`src/design/indexed_bmp_stream_parser_unit_defines.svh`:
```
// Assertion macros for the indexed BMP stream parser RTL.
// The including module must have clk_i and rst_ni in scope.
`ifndef INDEXED_BMP_STREAM_PARSER_UNIT_DEFINES_SVH
`define INDEXED_BMP_STREAM_PARSER_UNIT_DEFINES_SVH

// Same-cycle implication, checked at every rising clock edge outside reset.
`define IBSP_ASSERT_IMPL(lbl, ante, cons, msg) \
  lbl: assert property (@(posedge clk_i) disable iff (!rst_ni) (ante) |-> (cons)) \
    else $error(msg);

// Next-cycle implication, checked at every rising clock edge outside reset.
`define IBSP_ASSERT_NEXT(lbl, ante, cons, msg) \
  lbl: assert property (@(posedge clk_i) disable iff (!rst_ni) (ante) |=> (cons)) \
    else $error(msg);

`endif

```
`src/design/ibsp_pkg.sv`:
```
// Package for the indexed BMP stream parser: size limits, result codes
// and the word types shared by the parser core and the top level.
`timescale 1ns / 1ps

package ibsp_pkg;

  // Largest accepted image width or height in pixels.
  localparam int unsigned MAX_DIM = 4096;
  // Internal width of dimension and pixel counters.
  localparam int unsigned DIM_W = $clog2(MAX_DIM + 1);
  // Width of the dimension fields on the result channel.
  localparam int unsigned OUT_DIM_W = 13;

  typedef enum logic [1:0] {
    KIND_HEADER  = 2'd0,
    KIND_PALETTE = 2'd1,
    KIND_PIXEL   = 2'd2,
    KIND_ERROR   = 2'd3
  } result_kind_e;

  typedef enum logic [3:0] {
    ERR_MAGIC       = 4'd0,
    ERR_HDR_SIZE    = 4'd1,
    ERR_NEG_OFFSET  = 4'd2,
    ERR_NOT_MULT16  = 4'd3,
    ERR_PLANES      = 4'd4,
    ERR_BPP         = 4'd5,
    ERR_COMPRESSED  = 4'd6,
    ERR_PALETTE     = 4'd7,
    ERR_TOO_LARGE   = 4'd8
  } error_code_e;

  typedef struct packed {
    logic [7:0] data_byte;
    logic       start_of_file;
  } in_word_t;

  typedef struct packed {
    result_kind_e           kind;
    error_code_e            error_code;
    logic [OUT_DIM_W-1:0]   image_width;
    logic [OUT_DIM_W-1:0]   image_height;
    logic [7:0]             entry_index;
    logic [7:0]             red;
    logic [7:0]             green;
    logic [7:0]             blue;
    logic [7:0]             pixel_value;
    logic                   last;
  } result_t;

endpackage

```
`src/design/ibsp_in_if.sv`:
```
// Byte input channel of the indexed BMP stream parser.
// Valid/ready handshake; no dependencies.
`timescale 1ns / 1ps

interface ibsp_in_if;
  logic       valid;
  logic       ready;
  logic [7:0] data_byte;
  logic       start_of_file;

  modport source (output valid, output data_byte, output start_of_file, input ready);
  modport sink   (input valid, input data_byte, input start_of_file, output ready);
endinterface

```
`src/design/ibsp_out_if.sv`:
```
// Result output channel of the indexed BMP stream parser.
// Valid/ready handshake; the dimension field widths come from ibsp_pkg.
`timescale 1ns / 1ps

interface ibsp_out_if import ibsp_pkg::*; ();
  logic                 valid;
  logic                 ready;
  logic [1:0]           result_kind;
  logic [3:0]           error_code;
  logic [OUT_DIM_W-1:0] image_width_out;
  logic [OUT_DIM_W-1:0] image_height_out;
  logic [7:0]           entry_index;
  logic [7:0]           red;
  logic [7:0]           green;
  logic [7:0]           blue;
  logic [7:0]           pixel_value;
  logic                 last;

  modport source (
    output valid, output result_kind, output error_code, output image_width_out,
    output image_height_out, output entry_index, output red, output green,
    output blue, output pixel_value, output last, input ready
  );
  modport sink (
    input valid, input result_kind, input error_code, input image_width_out,
    input image_height_out, input entry_index, input red, input green,
    input blue, input pixel_value, input last, output ready
  );
endinterface

```
`src/design/indexed_bmp_stream_parser_unit.sv`:
```
// Top level of the indexed BMP stream parser: input word register, parser core
// and result register. Depends on ibsp_pkg, ibsp_in_if, ibsp_out_if, ibsp_parser.
`timescale 1ns / 1ps
`include "indexed_bmp_stream_parser_unit_defines.svh"

// Usage notes.
// The byte_i channel carries one word per file byte: data_byte and a
// start_of_file flag that marks the first byte of a new file and restarts the
// parser. The result_o channel carries at most one word per accepted byte: the
// header result on byte 53, one palette entry on every fourth palette byte, one
// pixel index per pixel byte, or a single error word with last set. Gap bytes,
// non-final header bytes that pass their checks and bytes that arrive after the
// end of a file (or after an error) produce no result.
// A byte accepted into the input register is parsed from that register and its
// result is loaded into the result register, where result_o.valid rises.
// Throughput is one byte per cycle as long as the receiver keeps ready high.
// When the receiver stalls, the result register holds its word and the input
// register fills; byte_i.ready then drops until the result is taken, so no word
// is ever dropped or repeated.
// Reset clears both valid flags and puts the parser in its header phase, so a
// stream with no start_of_file mark is parsed from its first byte.

module indexed_bmp_stream_parser_unit import ibsp_pkg::*; (
  input  logic       clk_i,
  input  logic       rst_ni,
  ibsp_in_if.sink    byte_i,
  ibsp_out_if.source result_o
);

  logic     stg_valid_q;
  in_word_t stg_word_q;
  logic     out_valid_q;
  result_t  out_q;

  logic     out_free;
  logic     advance;
  logic     in_ready;
  result_t  par_result;
  logic     par_valid;

  // The result register can take a new word when empty or being drained.
  assign out_free = !out_valid_q || result_o.ready;
  // The parser steps on the held byte whenever its result has a place to go.
  assign advance  = stg_valid_q && out_free;
  assign in_ready = !stg_valid_q || out_free;

  assign byte_i.ready = in_ready;

  always_ff @(posedge clk_i or negedge rst_ni) begin
    if (!rst_ni) begin
      stg_valid_q <= 1'b0;
      out_valid_q <= 1'b0;
    end else begin
      if (in_ready) begin
        stg_valid_q <= byte_i.valid;
      end
      if (out_free) begin
        out_valid_q <= advance && par_valid;
      end
    end
  end

  // Payload registers carry no reset.
  always_ff @(posedge clk_i) begin
    if (in_ready && byte_i.valid) begin
      stg_word_q.data_byte     <= byte_i.data_byte;
      stg_word_q.start_of_file <= byte_i.start_of_file;
    end
    if (advance && par_valid) begin
      out_q <= par_result;
    end
  end

  ibsp_parser u_parser (
    .clk_i          (clk_i),
    .rst_ni         (rst_ni),
    .step_i         (advance),
    .word_i         (stg_word_q),
    .result_o       (par_result),
    .result_valid_o (par_valid)
  );

  assign result_o.valid            = out_valid_q;
  assign result_o.result_kind      = out_q.kind;
  assign result_o.error_code       = out_q.error_code;
  assign result_o.image_width_out  = out_q.image_width;
  assign result_o.image_height_out = out_q.image_height;
  assign result_o.entry_index      = out_q.entry_index;
  assign result_o.red              = out_q.red;
  assign result_o.green            = out_q.green;
  assign result_o.blue             = out_q.blue;
  assign result_o.pixel_value      = out_q.pixel_value;
  assign result_o.last             = out_q.last;

  `IBSP_ASSERT_IMPL(a_error_is_last, out_valid_q && (out_q.kind == KIND_ERROR), out_q.last,
    "error word without last")
  `IBSP_ASSERT_IMPL(a_header_not_last, out_valid_q && (out_q.kind == KIND_HEADER), !out_q.last,
    "header word marked last")
  `IBSP_ASSERT_IMPL(a_stall_only_when_full, !in_ready,
    stg_valid_q && out_valid_q && !result_o.ready, "input stalled with room in the pipeline")
  `IBSP_ASSERT_NEXT(a_result_loaded, advance && par_valid, out_valid_q,
    "parsed result not loaded into the result register")

endmodule

```
`src/design/ibsp_parser.sv`:
```
// Parser core: holds the header, palette and pixel state and turns one byte
// into at most one result per step. Depends on ibsp_pkg.
`timescale 1ns / 1ps

module ibsp_parser import ibsp_pkg::*; (
  input  logic     clk_i,
  input  logic     rst_ni,
  input  logic     step_i,
  input  in_word_t word_i,
  output result_t  result_o,
  output logic     result_valid_o
);

  localparam int unsigned POS_W = 6;

  localparam logic [POS_W-1:0] POS_MAGIC_B   = 6'd0;
  localparam logic [POS_W-1:0] POS_MAGIC_M   = 6'd1;
  localparam logic [POS_W-1:0] POS_OFFSET    = 6'd13;
  localparam logic [POS_W-1:0] POS_HDR_SIZE  = 6'd17;
  localparam logic [POS_W-1:0] POS_WIDTH     = 6'd21;
  localparam logic [POS_W-1:0] POS_HEIGHT    = 6'd25;
  localparam logic [POS_W-1:0] POS_PLANES    = 6'd27;
  localparam logic [POS_W-1:0] POS_BPP       = 6'd29;
  localparam logic [POS_W-1:0] POS_COMPRESS  = 6'd31;
  localparam logic [POS_W-1:0] POS_PAL_CHECK = 6'd51;
  localparam logic [POS_W-1:0] POS_HDR_END   = 6'd53;

  // Pixel data offset that leaves exactly 256 palette entries plus a gap of 0 to 3.
  localparam logic [31:0] OFFSET_MIN = 32'd1078;
  localparam logic [31:0] OFFSET_MAX = 32'd1081;

  typedef enum logic [2:0] {
    PH_HEADER,
    PH_PALETTE,
    PH_GAP,
    PH_PIXELS,
    PH_IDLE
  } phase_e;

  phase_e             phase_q, phase_d, phase_cur;
  logic [POS_W-1:0]   pos_q, pos_d, pos_cur;
  logic [23:0]        shift_q, shift_d, shift_cur;
  logic               off_neg_q, off_neg_d;
  logic               off_ok_q, off_ok_d;
  logic [1:0]         gap_q, gap_d;
  logic [DIM_W-1:0]   width_q, width_d;
  logic               width_big_q, width_big_d;
  logic [DIM_W-1:0]   height_q, height_d;
  logic [23:0]        partial_q, partial_d;
  logic [7:0]         pal_q, pal_d;
  logic [DIM_W-1:0]   col_q, col_d;
  logic [DIM_W-1:0]   row_q, row_d;

  logic [31:0]        field;
  logic [15:0]        hi16;
  logic [1:0]         pal_k;
  logic               fin;
  logic               sof;
  logic [7:0]         b;
  result_t            res;
  logic               res_valid;

  function automatic result_t err_result(error_code_e code);
    result_t r;
    r            = '0;
    r.kind       = KIND_ERROR;
    r.error_code = code;
    r.last       = 1'b1;
    return r;
  endfunction

  always_comb begin
    b   = word_i.data_byte;
    sof = word_i.start_of_file;

    // A start-of-file byte restarts the parser and is taken as header byte zero.
    phase_cur = sof ? PH_HEADER : phase_q;
    pos_cur   = sof ? '0 : pos_q;
    shift_cur = sof ? '0 : shift_q;

    phase_d     = phase_cur;
    pos_d       = pos_cur;
    shift_d     = shift_cur;
    off_neg_d   = sof ? 1'b0 : off_neg_q;
    off_ok_d    = sof ? 1'b0 : off_ok_q;
    gap_d       = sof ? '0 : gap_q;
    width_d     = sof ? '0 : width_q;
    width_big_d = sof ? 1'b0 : width_big_q;
    height_d    = sof ? '0 : height_q;
    partial_d   = sof ? '0 : partial_q;
    pal_d       = sof ? '0 : pal_q;
    col_d       = sof ? '0 : col_q;
    row_d       = sof ? '0 : row_q;

    field = {b, shift_cur};
    hi16  = field[31:16];
    pal_k = pos_cur[1:0];
    fin   = ((row_q + 1'b1) == height_q) && ((col_q + 1'b1) == width_q);

    res       = '0;
    res_valid = 1'b0;

    unique case (phase_cur)
      PH_HEADER: begin
        pos_d   = pos_cur + 1'b1;
        shift_d = field[31:8];
        case (pos_cur)
          POS_MAGIC_B: begin
            if (b != 8'h42) begin
              res = err_result(ERR_MAGIC);
              res_valid = 1'b1;
            end
          end
          POS_MAGIC_M: begin
            if (b != 8'h4D) begin
              res = err_result(ERR_MAGIC);
              res_valid = 1'b1;
            end
          end
          POS_OFFSET: begin
            off_neg_d = field[31];
            off_ok_d  = (field >= OFFSET_MIN) && (field <= OFFSET_MAX);
            gap_d     = field[1:0] - OFFSET_MIN[1:0];
          end
          POS_HDR_SIZE: begin
            if (field != 32'd40) begin
              res = err_result(ERR_HDR_SIZE);
              res_valid = 1'b1;
            end else if (off_neg_q) begin
              res = err_result(ERR_NEG_OFFSET);
              res_valid = 1'b1;
            end
          end
          POS_WIDTH: begin
            width_d     = field[DIM_W-1:0];
            width_big_d = field > 32'(MAX_DIM);
          end
          POS_HEIGHT: begin
            height_d = field[DIM_W-1:0];
            if ((width_q[3:0] != 4'd0) || (field[3:0] != 4'd0)) begin
              res = err_result(ERR_NOT_MULT16);
              res_valid = 1'b1;
            end else if (width_big_q || (field > 32'(MAX_DIM))) begin
              res = err_result(ERR_TOO_LARGE);
              res_valid = 1'b1;
            end
          end
          POS_PLANES: begin
            if (hi16 != 16'd1) begin
              res = err_result(ERR_PLANES);
              res_valid = 1'b1;
            end
          end
          POS_BPP: begin
            if (hi16 != 16'd8) begin
              res = err_result(ERR_BPP);
              res_valid = 1'b1;
            end
          end
          POS_COMPRESS: begin
            if (hi16 != 16'd0) begin
              res = err_result(ERR_COMPRESSED);
              res_valid = 1'b1;
            end
          end
          POS_PAL_CHECK: begin
            if (!off_ok_q) begin
              res = err_result(ERR_PALETTE);
              res_valid = 1'b1;
            end
          end
          POS_HDR_END: begin
            phase_d          = PH_PALETTE;
            pos_d            = '0;
            pal_d            = '0;
            partial_d        = '0;
            res.kind         = KIND_HEADER;
            res.image_width  = OUT_DIM_W'(width_q);
            res.image_height = OUT_DIM_W'(height_q);
            res_valid        = 1'b1;
          end
          default: begin
          end
        endcase
        if (res_valid && (res.kind == KIND_ERROR)) begin
          phase_d = PH_IDLE;
        end
      end

      PH_PALETTE: begin
        pos_d = {{(POS_W-2){1'b0}}, pal_k + 2'd1};
        case (pal_k)
          2'd0: partial_d = {16'd0, b};
          2'd1: partial_d = {8'd0, b, partial_q[7:0]};
          2'd2: partial_d = {b, partial_q[15:0]};
          default: begin
            // Fourth byte of an entry is alpha: emit the assembled color.
            res.kind        = KIND_PALETTE;
            res.entry_index = pal_q;
            res.red         = partial_q[23:16];
            res.green       = partial_q[15:8];
            res.blue        = partial_q[7:0];
            res_valid       = 1'b1;
            pal_d           = pal_q + 1'b1;
            if (pal_q == 8'hFF) begin
              col_d = '0;
              row_d = '0;
              if ((width_q == '0) || (height_q == '0)) begin
                res.last = 1'b1;
                phase_d  = PH_IDLE;
              end else if (gap_q != 2'd0) begin
                phase_d = PH_GAP;
              end else begin
                phase_d = PH_PIXELS;
              end
            end
          end
        endcase
      end

      PH_GAP: begin
        gap_d = gap_q - 1'b1;
        if (gap_q == 2'd1) begin
          phase_d = PH_PIXELS;
        end
      end

      PH_PIXELS: begin
        res.kind        = KIND_PIXEL;
        res.pixel_value = b;
        res.last        = fin;
        res_valid       = 1'b1;
        if ((col_q + 1'b1) >= width_q) begin
          col_d = '0;
          row_d = row_q + 1'b1;
        end else begin
          col_d = col_q + 1'b1;
        end
        if (fin) begin
          phase_d = PH_IDLE;
        end
      end

      PH_IDLE: begin
      end

      default: phase_d = PH_IDLE;
    endcase
  end

  always_ff @(posedge clk_i or negedge rst_ni) begin
    if (!rst_ni) begin
      phase_q     <= PH_HEADER;
      pos_q       <= '0;
      shift_q     <= '0;
      off_neg_q   <= 1'b0;
      off_ok_q    <= 1'b0;
      gap_q       <= '0;
      width_q     <= '0;
      width_big_q <= 1'b0;
      height_q    <= '0;
      partial_q   <= '0;
      pal_q       <= '0;
      col_q       <= '0;
      row_q       <= '0;
    end else if (step_i) begin
      phase_q     <= phase_d;
      pos_q       <= pos_d;
      shift_q     <= shift_d;
      off_neg_q   <= off_neg_d;
      off_ok_q    <= off_ok_d;
      gap_q       <= gap_d;
      width_q     <= width_d;
      width_big_q <= width_big_d;
      height_q    <= height_d;
      partial_q   <= partial_d;
      pal_q       <= pal_d;
      col_q       <= col_d;
      row_q       <= row_d;
    end
  end

  assign result_o       = res;
  assign result_valid_o = res_valid;

endmodule
```
`src/flat_wrapper.sv`:
```
// flat-port wrapper written by rule: the top's interface ports become plain ports
module indexed_bmp_stream_parser_unit_flat import ibsp_pkg::*;
  (clk_i, rst_ni, byte_i_valid, byte_i_data_byte, byte_i_start_of_file, byte_i_ready, result_o_valid, result_o_result_kind, result_o_error_code, result_o_image_width_out, result_o_image_height_out, result_o_entry_index, result_o_red, result_o_green, result_o_blue, result_o_pixel_value, result_o_last, result_o_ready);
  ibsp_in_if byte_i_i ();
  ibsp_out_if result_o_i ();
  input  logic clk_i;
  input  logic rst_ni;
  input wire logic [$bits(byte_i_i.valid)-1:0] byte_i_valid;
  input wire logic [$bits(byte_i_i.data_byte)-1:0] byte_i_data_byte;
  input wire logic [$bits(byte_i_i.start_of_file)-1:0] byte_i_start_of_file;
  output wire logic [$bits(byte_i_i.ready)-1:0] byte_i_ready;
  output wire logic [$bits(result_o_i.valid)-1:0] result_o_valid;
  output wire logic [$bits(result_o_i.result_kind)-1:0] result_o_result_kind;
  output wire logic [$bits(result_o_i.error_code)-1:0] result_o_error_code;
  output wire logic [$bits(result_o_i.image_width_out)-1:0] result_o_image_width_out;
  output wire logic [$bits(result_o_i.image_height_out)-1:0] result_o_image_height_out;
  output wire logic [$bits(result_o_i.entry_index)-1:0] result_o_entry_index;
  output wire logic [$bits(result_o_i.red)-1:0] result_o_red;
  output wire logic [$bits(result_o_i.green)-1:0] result_o_green;
  output wire logic [$bits(result_o_i.blue)-1:0] result_o_blue;
  output wire logic [$bits(result_o_i.pixel_value)-1:0] result_o_pixel_value;
  output wire logic [$bits(result_o_i.last)-1:0] result_o_last;
  input wire logic [$bits(result_o_i.ready)-1:0] result_o_ready;
  assign byte_i_i.valid = byte_i_valid;
  assign byte_i_i.data_byte = byte_i_data_byte;
  assign byte_i_i.start_of_file = byte_i_start_of_file;
  assign byte_i_ready = byte_i_i.ready;
  assign result_o_valid = result_o_i.valid;
  assign result_o_result_kind = result_o_i.result_kind;
  assign result_o_error_code = result_o_i.error_code;
  assign result_o_image_width_out = result_o_i.image_width_out;
  assign result_o_image_height_out = result_o_i.image_height_out;
  assign result_o_entry_index = result_o_i.entry_index;
  assign result_o_red = result_o_i.red;
  assign result_o_green = result_o_i.green;
  assign result_o_blue = result_o_i.blue;
  assign result_o_pixel_value = result_o_i.pixel_value;
  assign result_o_last = result_o_i.last;
  assign result_o_i.ready = result_o_ready;
  indexed_bmp_stream_parser_unit u_core (.clk_i(clk_i), .rst_ni(rst_ni), .byte_i(byte_i_i), .result_o(result_o_i));
endmodule
```
`config.mk`:
```
export PLATFORM = sky130hd
export DESIGN_NAME = indexed_bmp_stream_parser_unit_flat
export DESIGN_NICKNAME = d
export VERILOG_FILES = /design/src/design/ibsp_pkg.sv /design/src/design/ibsp_in_if.sv /design/src/design/ibsp_out_if.sv /design/src/design/indexed_bmp_stream_parser_unit.sv /design/src/design/ibsp_parser.sv /design/src/flat_wrapper.sv
export VERILOG_INCLUDE_DIRS = /design/src /design/src/design
export SDC_FILE = /design/constraint.sdc
export NUM_CORES = 1
export LEC_CHECK = 0
export ABC_AREA = 1
export CORE_ASPECT_RATIO = 0.6
export CORE_MARGIN = 1.5
export CORE_UTILIZATION = 69
export CTS_CLUSTER_DIAMETER = 100
export CTS_CLUSTER_SIZE = 12
export DETAILED_ROUTE_END_ITERATION = 8
export DONT_BUFFER_PORTS = 1
export PLACE_DENSITY = 0.91
export SLEW_MARGIN = 0
export SYNTH_ARGS = -nofsm -noshare
export SYNTH_HDL_FRONTEND = slang
export SYNTH_HIERARCHICAL = 1
export SYNTH_SLANG_ARGS = --single-unit
```
`constraint.sdc`:
```
create_clock -name clk_i -period 9.31 [get_ports clk_i]
set_input_delay 0.4655 -clock clk_i [delete_from_list [all_inputs] [get_ports clk_i]]
set_output_delay 0.4655 -clock clk_i [all_outputs]
set_load 0.02 [all_outputs]
```
Word-level counts from Yosys, hierarchy flattened
Index checks and enable logic that the tools add are counted.
{"block": "classes", "n_eq_ne": 28, "muxes": 89, "reduce_logical": 25, "n_bitwise": 0, "n_shift": 0, "addsub": 7, "n_mul": 0, "magnitude_cmp": 4, "div": 0}
{"cell": "two-way mux 73 bit", "n": 10}
{"cell": "case mux 41 bit (8 select lines)", "n": 1}
{"cell": "case mux 26 bit (9 select lines)", "n": 1}
{"cell": "two-way mux 13 bit", "n": 14}
{"cell": "two-way mux 24 bit", "n": 4}
{"cell": "case mux 24 bit (3 select lines)", "n": 1}
{"cell": "case mux 32 bit (2 select lines)", "n": 1}
{"cell": "case mux 13 bit (2 select lines)", "n": 2}
{"cell": "case mux 24 bit (2 select lines)", "n": 1}
{"cell": "equality test 6 x 5 -> 1 bit, second input constant", "n": 6}
{"cell": ">= comparator 32 x 11 -> 1 bit, second input constant", "n": 1}
{"cell": "> comparator 32 x 13 -> 1 bit, second input constant", "n": 1}
{"cell": "less-or-equal comparator 32 x 11 -> 1 bit, second input constant", "n": 1}
{"cell": "two-way mux 32 bit", "n": 1}
{"cell": "inequality test 32 x 6 -> 1 bit, second input constant", "n": 1}
{"cell": "case mux 4 bit (8 select lines)", "n": 1}
{"cell": "case mux 8 bit (2 select lines)", "n": 2}
{"cell": "adder 13 x 1 -> 13 bit, second input constant", "n": 2}
{"cell": "equality test 13 bit", "n": 2}
{"cell": "zero test 13 bit", "n": 2}
{"cell": "two-way mux 1 bit", "n": 26}
{"cell": "two-way mux 3 bit", "n": 8}
{"cell": "two-way mux 8 bit", "n": 3}
{"cell": "inequality test 16 x 1 -> 1 bit, second input constant", "n": 1}
{"cell": "other kinds (39)", "n": 60}
{"block": "word_totals", "n_memories": 0, "ram_bits": 0, "register_bits": 206, "rom_bits": 0, "input_bits": 13, "latchBits": 0}

Longest topological paths before layout
Gate-level depths: netlist of the first run.
{"block": "depth", "word_depth": 11, "ltp_mapped": 24, "ltp_nobuf": 23}

Cells and area by module
Netlist of the first run, hierarchy kept.
{"mod": "ibsp_parser", "cells_each": 1258, "area_per_inst_um2": 8564.5, "instances": 1}
{"mod": "indexed_bmp_stream_parser_unit", "cells_each": 97, "area_per_inst_um2": 2568.7, "instances": 1}

Worst setup path after synthesis of the first run
Ideal clock, no wire load.
{"block": "synth_path", "kind": "reg-to-reg", "startpoint": "register u_core/stg_word_q[0] in the netlist's numbering", "endpoint": "register u_core.out_q (netlist bit u_core/result_o.blue[0]), enable pin", "stages_incl_launch_ff": 18, "path_buffers": 3, "arrival_ps": 5321, "slack_ps": 3484, "synth_period_minus_slack_ps": 5826, "setup_ps": 505, "required_ps": 8805, "path_cell_list": "edfxtp_1 -> buf_6 -> buf_2 -> buf_1 -> nor2_1 -> ha_1 -> inv_1 -> nor2_1 -> nand2_1 -> nor2_1 -> nor2_1 -> nand3_1 -> nor2_1 -> nand2_1 -> nand2_2 -> nand4_1 -> inv_1 -> nor2_1"}
{"block": "synth_between", "elab_chain_len": 9, "elab_cells_between_ends": 38, "cone_classes": "order compare: 1; eq/ne: 15; mux: 13; reduce/logical: 9"}
{"item": "start: declaration", "line_no": "indexed_bmp_stream_parser_unit.sv:31", "source": "in_word_t stg_word_q;"}
{"item": "two-way mux 24 bit", "line_no": "ibsp_parser.sv:79", "source": "shift_cur = sof ? '0 : shift_q;"}
{"item": "> comparator 32 x 13 -> 1 bit", "line_no": "ibsp_parser.sv:143", "source": "end else if (width_big_q || (field > 32'(MAX_DIM))) begin"}
{"item": "logical OR 1 bit", "line_no": "ibsp_parser.sv:143"}
{"item": "two-way mux 1 bit", "line_no": "ibsp_parser.sv:143"}
{"item": "two-way mux 1 bit", "line_no": "ibsp_parser.sv:140", "source": "if ((width_q[3:0] != 4'd0) || (field[3:0] != 4'd0)) begin"}
{"item": "case mux 1 bit (9 select lines)", "line_no": "ibsp_parser.sv:107", "source": "case (pos_cur)"}
{"item": "two-way mux 1 bit", "line_no": "ibsp_parser.sv:103", "source": "unique case (phase_cur)"}
{"item": "case mux 1 bit (3 select lines) (*)", "line_no": "ibsp_parser.sv:103"}
{"item": "net u_core.par_valid", "line_no": "indexed_bmp_stream_parser_unit.sv:39", "source": "logic par_valid;"}
{"item": "logical AND 1 bit (*)", "line_no": "indexed_bmp_stream_parser_unit.sv:69", "source": "if (advance && par_valid) begin"}
{"item": "end signal: assignment", "line_no": "indexed_bmp_stream_parser_unit.sv:70", "source": "out_q <= par_result;"}
{"item": "end: declaration", "line_no": "indexed_bmp_stream_parser_unit.sv:33", "source": "result_t out_q;"}
The timed path passes the listed nets; every way through them passes the cells marked *. The select of a mux whose other input is x is not followed.
A chain may end at the register's enable or synchronous reset.

Final worst setup path of the first run
{"block": "layout_path", "startpoint": "register u_core/stg_word_q[0] in the netlist's numbering", "endpoint": "register u_core.out_q (netlist bit u_core/result_o.image_height_out[2]), enable pin"}
Same word-level chain as after synthesis.

==> metrics.md, run 1 <==
| Metric | Value |
|---|---|
| Final Core Density | 0.760 |
| Hold Crit Class | in -> reg |
| Number of max-cap violations | 0 |
| # IOs | roughly 90 |
| CTS root buf | clkbuf_16 |
| Antenna Diode Count | 0 |
| Fmax | between 150 and 200 MHz |
| Final net count | around 1400 |
| Starting Density | 0.716 |
| Layout Area Growth over Synthesis | 6.19% |
| Sink Count | roughly 200 |
| Cells after Synth | between 1000 and 1500 |
| Placed Instances | 1508 |
| Seq cells post-synth | just over 200 |
| Initial antenna violation count | 0 |
| Highest-count cells in the layout ignoring fill and taps | nand2_1, nor2_1, inv_1 |
| Post-Syn Nets | between 1000 and 1500 |
| Share of cells above drive strength 1 | 0.0618 |
| Core Area | approximately 16000 sq um |
| FF+latch area | approximately 5600 sq um |
| Residual DRC | 0 |
| Final setup fails | 0 |
| # resized after CTS | 0 |
| Multi-input gate area | roughly 4700 sq um |
| CP Data Required Time | between 9000 and 10000 ps |
| WL/cell | 19.1 um |
| Internal | 1.67 mW |
| YS warnings | 6 |
| Clock skew | between 15 and 20 ps |
| Number of DRC markers in iteration 0 | roughly 1500 |
| Relative slew slack | 0.190 |
| Wire length on met3 | 4890 um |
| Highest metal used | met5 |
| DR vias | ~10000 |
| Worst slew pin tran | ~1200 ps |
| Number of global-route vias before repair | between 8000 and 9000 |
| Total GRT Usage | 0.352 |
| Total gr overflow | 0 |
| Setup crit end kind | register |
| RSZ-0062 raised after global routing | no |
| Crit Path Max Fanout | slightly below 50 |
| H-Tree Depth | 1 |
| Most common cell after layout, fill and taps aside | nand2_1 |
| Die height | 101 um |
| Distinct cells, synth | 50 |
| Crit path launch type | register |
| Synth Area per Inst | roughly 8.2 sq um |
| Static Leak | between 5 and 6 nW |
| Routed WL | slightly below 30000 um |
| Max-slew violation count | 0 |
| Dpl hpwl | around 20000 um |
| Final period util | 0.543 |
| Clock share of power | 0.292 |
| Maximum vdd ir drop | approximately 0.19 mV |
| First-pass GRT wire length | roughly 46000 um |
| Max clock buf depth | 3 |
| Crit path arrival time | roughly 5200 ps |
| CTS tree | done |
| Outcome | finished clean |
| Sequential Power Share | 0.501 |
| Fin Setup TNS | 0 ps |
| Via density | between 6 and 7 |
| Row cnt | 35 |
| Clock slew seen by the registers of the worst setup and hold paths | roughly 60 ps |
| Die W | 167 um |
| Worst-Skew Late Latency | about 500 ps |
| PwrDens | about 220 nW/um^2 |
| Initial DRT Pass Iterations | 7 |
| Seq/Total Area, Yosys | 0.500 |
| Synth top area cells | dfrtp_1, edfxtp_1, nand2_1, nor2_1, inv_1 |
| Largest net degree at the start of global routing | ~130 |
| Critical Setup Path Class | reg -> reg |
| Port Buffers | 0 |
| Area share of the largest cell type after synthesis | 0.279 |
| Total CTS buffers | 21 |
| Post-route ant nets | 0 |
| Metal-1 WL | about 13000 um |
| FILL cells | ~1100 |
| Final GP Congestion | between 0.9 and 1 |
| Mapped cell area | around 11000 sq um |
| WL met2 | between 10000 and 15000 um |
| Die area | between 15000 and 20000 sq um |
| Synth area leader | dfrtp_1 |
| Switch Pwr | 0.934 mW |
| Hold Violations, Final | 0 |
| Final min period | between 5000 and 6000 ps |
| Logic pwr share | 0.207 |
| Fin cells | around 1500 |
| Sw frac | 0.359 |
==> power groups by stage <==
stage,logic [mW],registers (mW),clock network (mW)
after floorplan,0.370,1.30,0
after global placement,0.484,1.31,0
after detailed placement,0.497,1.32,0
after CTS,0.515,1.30,0.765
after global routing,0.583,1.31,0.801
final,0.538,1.30,0.759
==> sequential cells by signal, indices dropped and copies added, names as in the netlist, 3 cells and up <==
register,flops
u_core/u_parser/shift_q,24
u_core/result_o.image_height_out,13
u_core/u_parser/partial_q,24
u_core/result_o.error_code,4
u_core/result_o.green,8
u_core/u_parser/pos_q,6
u_core/result_o.red,8
u_core/u_parser/height_q,13
u_core/result_o.entry_index,8
u_core/result_o.image_width_out,13
u_core/stg_word_q,9
u_core/u_parser/row_q,13
u_core/u_parser/pal_q,8
u_core/result_o.blue,8
u_core/u_parser/phase_q,3
u_core/result_o.pixel_value,8
u_core/u_parser/col_q,13
u_core/u_parser/width_q,13
==> layout make-up <==
cell class | count | area share
Multi-Input combinational cell | 916 | 0.394
Timing Repair Buffer | 8 | 0.00698
Inverter | 177 | 0.0564
Clock buffer | 33 | 0.0483
Sequential cell | 206 | 0.471
Tap cell | 203 | 0.0215
Clock inverter | 2 | 0.00169
==> path summary, 6_finish.rpt <==
kind | from | end | slack, ps | cells past startpoint
worst max-delay path | u_core/stg_word_q[0] | u_core/result_o.image_height_out[2] | 4260 | 11
worst min-delay path | byte_i_start_of_file | u_core/stg_word_q[0] | 60 | 0
worst max register to register | u_core/stg_word_q[0] | u_core/result_o.image_height_out[2] | 4260 | 11
worst min register to register | u_core/u_parser/shift_q[7] | u_core/u_parser/shift_q[7] | 490 | 2
max in group asynchronous | rst_ni | u_core/u_parser/shift_q[21] | 8220 | 2
min in group asynchronous | rst_ni | u_core/u_parser/row_q[5] | 530 | 2
==> cell families (layout without fill, tap and decap cells) <==
logic type	after synthesis	in the layout	synth area share
simple gates	629	629	0.246
flops	206	206	0.500
buf+inv	233	220	0.0819
xor+xnor	21	21	0.0190
fa+ha+maj	22	22	0.0247
compound gates	243	243	0.127
mux	1	1	0.000899
==> worst max-delay path, stage by stage (launching register included) <==
cell	delay, ps
edfxtp_1	350
buf_4	290
inv_4	500
nand2_1	150
nor2_1	120
inv_1	70
nor2_1	830
inv_1	730
nand4_1	290
inv_1	110
nor2_4	590
buf_4	600
==> cells in the mapped netlist (all sizes together) <==
master,n
xor2,15
clkinv,1
a31oi,14
a32oi,1
xnor2,4
a21oi,22
or2,1
o221ai,2
nand2,280
o31ai,4
o211ai,2
ha,22
nor4,7
dfrtp,124
inv,176
a22oi,1
nor3b,1
mux2i,1
a31o,1
nor2,194
edfxtp,82
o22ai,47
xnor3,2
o32ai,10
buf,13
o21a,11
and3,1
o21ai,125
a21boi,1
nand3,106
o2111ai,1
a41oi,1
nand4,18
nand3b,1
nor3,20
clkbuf,43
==> metrics by stage <==
stage	setup slack [ps]	hold slack (ps)	instance area [sq um]	power, mW
3_3_place_gp	4630	172	11200	1.79
2_1_floorplan	3480	170	11100	1.67
6_report	4260	60.6	11800	2.60
4_1_cts	4420	55.5	11800	2.58
3_5_place_dp	4430	173	11200	1.81
5_1_grt	4000	47.9	11800	2.70
==> metal layers <==
metal / up-vias / GRT usage
met3: 47 / 0.143
met5: - / 0.0326
met1: 4580 / 0.525
li1: 4468 / -
met2: 725 / 0.476
met4: 2 / 0.0776
==> what timing repair did <==
action                     CTS  global route
setup buffers                0             0
setup endpoints to repair    0             0
hold endpoints to repair   124             0
hold buffers                 2             0
No activity file was read; power rests on OpenSTA's default activity.
==> inputs of run 2 (changes only) <==
--- a/config.mk
+++ b/config.mk
@@ -6,15 +6,15 @@
 export SDC_FILE = /design/constraint.sdc
 export NUM_CORES = 1
 export LEC_CHECK = 0
-export ABC_AREA = 1
+export ABC_AREA = 0
 export CORE_ASPECT_RATIO = 0.6
 export CORE_MARGIN = 1.5
-export CORE_UTILIZATION = 69
+export CORE_UTILIZATION = 58
 export CTS_CLUSTER_DIAMETER = 100
 export CTS_CLUSTER_SIZE = 12
 export DETAILED_ROUTE_END_ITERATION = 8
 export DONT_BUFFER_PORTS = 1
-export PLACE_DENSITY = 0.91
+export PLACE_DENSITY = 0.82
 export SLEW_MARGIN = 0
 export SYNTH_ARGS = -nofsm -noshare
 export SYNTH_HDL_FRONTEND = slang
==> constraint.sdc (replaced) <==
create_clock -name clk_i -period 4.15 [get_ports clk_i]
set_input_delay 0.2075 -clock clk_i [delete_from_list [all_inputs] [get_ports clk_i]]
set_output_delay 0.2075 -clock clk_i [all_outputs]
set_load 0.02 [all_outputs]
==> metrics.md, run 2 <==
| Metric | Value |
|---|---|
| Number of global-route vias before repair | 7346 |
| Relative slew slack | 0.227 |
| Row cnt | 37 |
| Logic pwr share | 0.228 |
| Synth Area per Inst | 10.9 sq um |
| H-Tree Depth | 1 |
| Total gr overflow | 0 |
| PwrDens | 566 nW/um^2 |
| Clock share of power | 0.268 |
| Sequential Power Share | 0.504 |
| Hold depth | 1 |
| Residual DRC | 0 |
| Post-Syn Nets | roughly 980 |
| Total CTS buffers | 21 |
| WL/cell | 22.0 um |
| Internal | approximately 4.0 mW |
| FILL cells | 1345 |
| Most common cell after layout, fill and taps aside | dfrtp_1 |
| Fin Setup TNS | 0 ps |
| Clock slew seen by the registers of the worst setup and hold paths | roughly 70 ps |
| CTS root buf | clkbuf_16 |
| Port Buffers | 0 |
| CTS tree | done |
| YS warnings | 6 |
| Crit path launch type | register |
| Sw frac | 0.368 |
| Initial antenna violation count | 1 |
| Layout Area Growth over Synthesis | 9.46% |
| Total GRT Usage | 0.283 |
| Final net count | roughly 970 |
| Routed WL | between 20000 and 30000 um |
| Crit Path Max Fanout | 12 |
| Antenna Diode Count | 0 |
| Clock skew | 15.5 ps |
| R2R cell count | 13 |
| R2R Path End | u_core/u_parser/row_q[8] |
| Switch Pwr | approximately 2.3 mW |
| Final GP Congestion | a little under 1 |
| Most numerous cell in the Yosys netlist | dfrtp_1 |
| Regs by FF count | u_core/u_parser/partial_q (24), u_core/u_parser/shift_q (24) |
| Post-CTS Setup Bufs | 0 |
| Static Leak | approximately 4.7 nW |
| Count of flip-flops with a built-in enable after synthesis | about 80 |
| Cells after Synth | 944 |
| Worst-Skew Late Latency | approximately 500 ps |
| FF+latch area | roughly 5600 sq um |
| Die area | around 19000 sq um |
| Share of cells above drive strength 1 | 0.0831 |
| Highest-count cells in the layout ignoring fill and taps | dfrtp_1, edfxtp_1, and3_1 |
| First-pass GRT wire length | 41200 um |
| Hold Violations, Final | 0 |
| Worst slew pin tran | about 1100 ps |
| Number of max-cap violations | 0 |
| Critical Setup Path Class | reg -> reg |
| Seq cells post-synth | roughly 210 |
| Synth area leader | dfrtp_1 |
| Mapped cell area | 10300 sq um |
| Seq/Total Area, Yosys | 0.543 |
| Post-synth ARST share | 0.602 |
| Core Area | approximately 17000 sq um |
| Dpl hpwl | between 15000 and 20000 um |
| Distinct cells, synth | ~80 |
| Hold Crit Class | in -> reg |
| Worst R2R Start | u_core/u_parser/col_q[0] |
| Outcome | finished clean |
| Max clock buf depth | 3 |
| Starting Density | 0.596 |
| DR vias | roughly 7900 |
| Synth cell count leaders | dfrtp_1, edfxtp_1, and3_1 |
| Synth top area cells | dfrtp_1, edfxtp_1, and3_1, a22o_1, a22oi_1 |
| Sink Count | about 210 |
| Fmax | 268 MHz |
| Post-route ant nets | 0 |
| Ys flop type | dfrtp_1 |
| Internal reg-to-reg setup slack | roughly 420 ps |
| Largest net degree at the start of global routing | approximately 130 |
| Final period util | 0.900 |
| Post-Place Worst Slack | ~330 ps |
| Final min period | approximately 3700 ps |
| RSZ-0062 raised after global routing | no |
| Number of DRC markers in iteration 0 | ~1000 |
| Die height | between 100 and 150 um |
| Hold Path Sink | u_core/stg_word_q[3] |
| Die W | between 150 and 200 um |
| Crit path arrival time | approximately 4100 ps |
| Via density | around 6.7 |
| CP Data Required Time | around 4500 ps |
| Fin worst setup slack | around 420 ps |
| Multi-input gate area | 4330 sq um |
| Max-slew violation count | 0 |
| Area share of the largest cell type after synthesis | 0.302 |
| Maximum vdd ir drop | ~0.34 mV |
| # IOs | just under 90 |
| Initial DRT Pass Iterations | 5 |
| Hold Path Origin | byte_i_valid |
| Final setup fails | 0 |
| Setup crit end kind | register |
-- run 2: cell types whose count changed in the layout (fill, tap and decap cells not counted), moves of 42 or more --
cell and change:
nand2_1 -203, nand3_1 -74, a22o_1 +42, o21ai_0 -71, and3_1 +74, inv_1 -133, nor2_1 -136
-- run 2: how the worst max path moves through the flow --
stage | slack [ps] | from | to
after floorplan | 130 | u_core/stg_word_q[0] | u_core/result_o.blue[0]
after global placement | 520 | u_core/u_parser/col_q[0] | u_core/u_parser/col_q[8]
after detailed placement | 330 | u_core/u_parser/col_q[0] | u_core/u_parser/col_q[8]
after CTS | 300 | u_core/u_parser/col_q[0] | u_core/u_parser/col_q[8]
after global routing | 90 | u_core/u_parser/col_q[0] | u_core/u_parser/phase_q[2]
final | 420 | u_core/u_parser/col_q[0] | u_core/u_parser/row_q[8]
-- run 2: worst max-delay path, stage by stage (launching register included) --
cell      delay (ps)
dfrtp_1          450
ha_1             280
nand2_1          120
nor4_1           320
xor2_1           280
ha_1             300
nand2_1          120
nor4_1            80
buf_4            140
a211oi_1         300
o31a_1           550
nand2_1          330
a21boi_0         260
o31ai_1          100
-- run 2: metrics by stage --
stage / area [sq um] / hold slack (ps) / instances / power (mW) / util
2_1_floorplan: 10300 / -88.1 / 944 / 4.06 / -
3_3_place_gp: 10500 / -84.0 / 1135 / 4.53 / 0.609
3_5_place_dp: 10500 / -85.1 / 1135 / 4.57 / 0.609
4_1_cts: 11200 / 37.0 / 1185 / 6.33 / 0.652
5_1_grt: 11200 / 40.5 / 1185 / 6.63 / 0.652
6_report: 11200 / 39.3 / 1185 / 6.36 / 0.652
-- run 2: repair_timing --
| action | 4_1_cts | 5_1_grt |
|---|---|---|
| endpoints found under the setup margin | 0 | 3 |
| resized for setup | 0 | 1 |
| hold endpoints to repair | 134 | 0 |
| hold buffers | 13 | 0 |
-- run 2: logic make-up after synthesis --
kind of cell / share of synthesized area
mux: 0.00976
flops: 0.543
compound gates: 0.178
buf+inv: 0.0376
fa+ha+maj: 0.0268
simple gates: 0.181
xor+xnor: 0.0239
-- run 2: area by class of cell --
cell class / count / share of cell area
Clock buffer: 36 / 0.0518
Clock inverter: 1 / 0.00100
Inverter: 27 / 0.00903
Multi-Input combinational cell: 643 / 0.386
Sequential cell: 206 / 0.496
Tap cell: 234 / 0.0261
Timing Repair Buffer: 38 / 0.0310
-- run 2: layer usage --
metal,vias to the layer above,part of all wire,GRT usage
li1,3592,-,-
met1,3795,0.46,0.440
met2,497,0.40,0.373
met3,49,0.13,0.102
met4,0,0.019,0.0617
met5,-,0,0
-- run 2: power groups by stage --
stage / Combinational [mW] / Sequential, mW / Clock (mW)
after floorplan: 1.02 / 3.04 / 0
after global placement: 1.32 / 3.21 / 0
after detailed placement: 1.36 / 3.22 / 0
after CTS: 1.41 / 3.19 / 1.73
after global routing: 1.57 / 3.25 / 1.81
final: 1.45 / 3.21 / 1.70
==> inputs of run 3 (changes only) <==
--- a/config.mk
+++ b/config.mk
@@ -18,5 +18,4 @@
 export SLEW_MARGIN = 0
 export SYNTH_ARGS = -nofsm -noshare
 export SYNTH_HDL_FRONTEND = slang
-export SYNTH_HIERARCHICAL = 1
 export SYNTH_SLANG_ARGS = --single-unit
==> metrics.md, run 3 <==
| Metric | Value |
|---|---|
| Max clock buf depth | 3 |
| Sink Count | between 200 and 250 |
| Beginning of the critical path | u_core.u_parser.col_q[0] |
| Final net count | 990 |
| Antenna Diode Count | 0 |
| FILL cells | roughly 1400 |
| Die area | approximately 18000 sq um |
| Highest-count cells in the layout ignoring fill and taps | dfrtp_1, nand2_1, edfxtp_1 |
| Mapped cell area | a little over 10000 sq um |
| Worst R2R Start | u_core.u_parser.col_q[0] |
| Slowest stage cell, crit path | dfrtp_1 |
| Logic pwr share | 0.162 |
| Sw frac | 0.345 |
| Post-route ant nets | 0 |
| Hold Violations, Final | 0 |
| Final setup fails | 0 |
| Post-CTS Setup Bufs | 0 |
| Die W | between 150 and 200 um |
| Share of cells above drive strength 1 | 0.0887 |
| Fin worst setup slack | 355 ps |
| CP cell instances | ha_1, nand2_1, nor4_2, inv_1, nor3_1, nand3_1, xnor2_1, ha_1, nand2_1, nor4_1, a211o_1, nor3_2, or2_1, a221o_1 |
| Via density | about 6.4 |
| Count of flip-flops with a built-in enable after synthesis | 82 |
| Slowest stage delay, CP | about 410 ps |
| Ys flop type | dfrtp_1 |
| Port Buffers | 0 |
| Internal reg-to-reg setup slack | about 360 ps |
| Distinct cells, synth | 79 |
| Synth top area cells | dfrtp_1, edfxtp_1, nand2_1, a22o_1, o21ai_0 |
| Final period util | 0.914 |
| Max-slew violation count | 0 |
| RSZ-0062 raised after global routing | no |
| Post-Syn Nets | between 900 and 1000 |
| Fin area | about 11000 sq um |
| Worst slew pin tran | 879 ps |
| Setup crit end kind | register |
| # IOs | 88 |
| Hold Path Origin | result_o_ready |
| Seq/Total Area, Yosys | 0.543 |
| Placed Instances | 1153 |
| Synth cell count leaders | dfrtp_1, nand2_1, edfxtp_1 |
| FF+latch area | 5570 sq um |
| Overall power | between 5 and 6 mW |
| Area share of the largest cell type after synthesis | 0.303 |
| Fin Setup TNS | 0 ps |
| Number of global-route vias before repair | approximately 7000 |
| Crit Path Max Fanout | 9 |
| Core Area | around 17000 sq um |
| Die height | about 110 um |
| Synth Area per Inst | about 11 sq um |
| Relative slew slack | 0.414 |
| Clock share of power | 0.299 |
| Largest net degree at the start of global routing | ~130 |
| Fmax | ~260 MHz |
| YS warnings | 0 |
| Seq cells post-synth | between 200 and 250 |
| First-pass GRT wire length | 40200 um |
| H-Tree Depth | 1 |
| Dpl hpwl | 17000 um |
| Dpl cell area | around 10000 sq um |
| Row cnt | 37 |
| Number of DRC markers in iteration 0 | 1025 |
| Post-Place Worst Slack | roughly 330 ps |
| Maximum vdd ir drop | between 0.3 and 0.4 mV |
| Initial DRT Pass Iterations | 7 |
| Most numerous cell in the Yosys netlist | dfrtp_1 |
| Internal | approximately 3.8 mW |
| Synth area leader | dfrtp_1 |
| Hold Crit Class | in -> reg |
| CTS root buf | clkbuf_16 |
| CP Data Required Time | 4530 ps |
| Total gr overflow | 0 |
| Starting Density | 0.595 |
| Static Leak | 4.44 nW |
| Crit path arrival time | roughly 4200 ps |
| Crit path launch type | register |
| Post-synth ARST share | 0.602 |
| Layout Area Growth over Synthesis | 8.96% |
| Clock skew | between 15 and 20 ps |
| Residual DRC | 0 |
| Cells after Synth | 962 |
| Worst-Skew Late Latency | a little over 500 ps |
| Routed WL | 25000 um |
| Final GP Congestion | about 0.95 |
| Sequential Power Share | 0.539 |
| WL/cell | around 21 um |
| Clock slew seen by the registers of the worst setup and hold paths | about 60 ps |
| Total GRT Usage | 0.277 |
| Most common cell after layout, fill and taps aside | dfrtp_1 |
| Critical Setup Path Class | reg -> reg |
| CTS tree | done |
| Multi-input gate area | between 4000 and 5000 sq um |
| DR vias | slightly below 8000 |
| Number of max-cap violations | 0 |
| Initial antenna violation count | 0 |
| Fin cells | about 1200 |
| Switch Pwr | 1.99 mW |
| Total CTS buffers | 21 |
| PwrDens | a little over 500 nW/um^2 |
| Outcome | finished clean |
| Final min period | between 3000 and 4000 ps |
| Regs by FF count | u_core.u_parser.partial_q (24), u_core.u_parser.shift_q (24) |
==> run 3: cell types whose count changed after synthesis, sizes merged, moves of 14 or more <==
cell     change
o21ai       +31
o2bb2ai     -29
and3        -56
nand2       +34
clkbuf      -14
and2        +34
nor3        +16
==> run 3: logic make-up (layout without fill, tap and decap cells) <==
group                      count (synthesis)  count (layout)  synth area share
and+or+nand+nor                          356             356             0.186
adders and majority gates                 22              22            0.0269
xor gates and xnor gates                  27              27            0.0231
AOI/OAI and AO/OA                        240             240             0.162
DFF                                      206             206             0.543
buffers and inverters                     95             103            0.0426
muxes                                     16              16            0.0167
==> run 3: area by class of cell <==
cell class | instances | share of cell area
clock buffers | 36 | 0.0521
repair buffers | 32 | 0.0271
inverters | 33 | 0.0111
well taps | 234 | 0.0262
multi-input cells | 661 | 0.383
clock inverters | 2 | 0.00179
flip-flops and latches | 206 | 0.499
==> run 3: worst max-delay path: cells and delay by family (launching register included) <==
kind                       cells  cell delay (ps)
AOI/OAI and AO/OA              2              690
and+or+nand+nor                8             1720
DFF                            1              410
adders and majority gates      2              590
buffers and inverters          1               90
xor gates and xnor gates       1              160
==> run 3: per-layer routing <==
layer	part of all wire	up-vias	track usage
li1	-	3519	-
met1	0.47	3801	0.447
met2	0.41	368	0.372
met3	0.11	31	0.0755
met4	0.015	0	0.0513
met5	0	-	0
==> run 3: what timing repair did <==
item | CTS | global route
setup endpoints to repair | 0 | 3
hold endpoints to repair | 135 | 0
resized for setup | 0 | 2
hold buffers | 13 | 0
==> run 3: worst paths after layout <==
path,cells past startpoint,end
hold / removal,2,u_core.stg_valid_q
hold reg to reg,2,u_core.u_parser.width_big_q
max in group asynchronous,2,u_core.u_parser.partial_q[3]
min in group asynchronous,2,u_core.u_parser.pal_q[3]
setup reg to reg,14,u_core.u_parser.row_q[12]
setup / recovery,14,u_core.u_parser.row_q[12]
==> run 3: per-stage QoR <==
step / util / hold slack, ps
final: 0.648 / 97.3
after global routing: 0.648 / 127
after CTS: 0.648 / 91.9
after detailed placement: 0.604 / -82.3
after global placement: 0.604 / -81.9
after floorplan: - / -88.1
==> run 3: power groups by stage <==
stage / registers [mW] / clock network [mW] / logic [mW]
6_report: 3.11 / 1.73 / 0.935
5_1_grt: 3.14 / 1.83 / 1.03
4_1_cts: 3.09 / 1.75 / 0.923
3_5_place_dp: 3.12 / 0 / 0.878
3_3_place_gp: 3.11 / 0 / 0.847
2_1_floorplan: 2.94 / 0 / 0.767
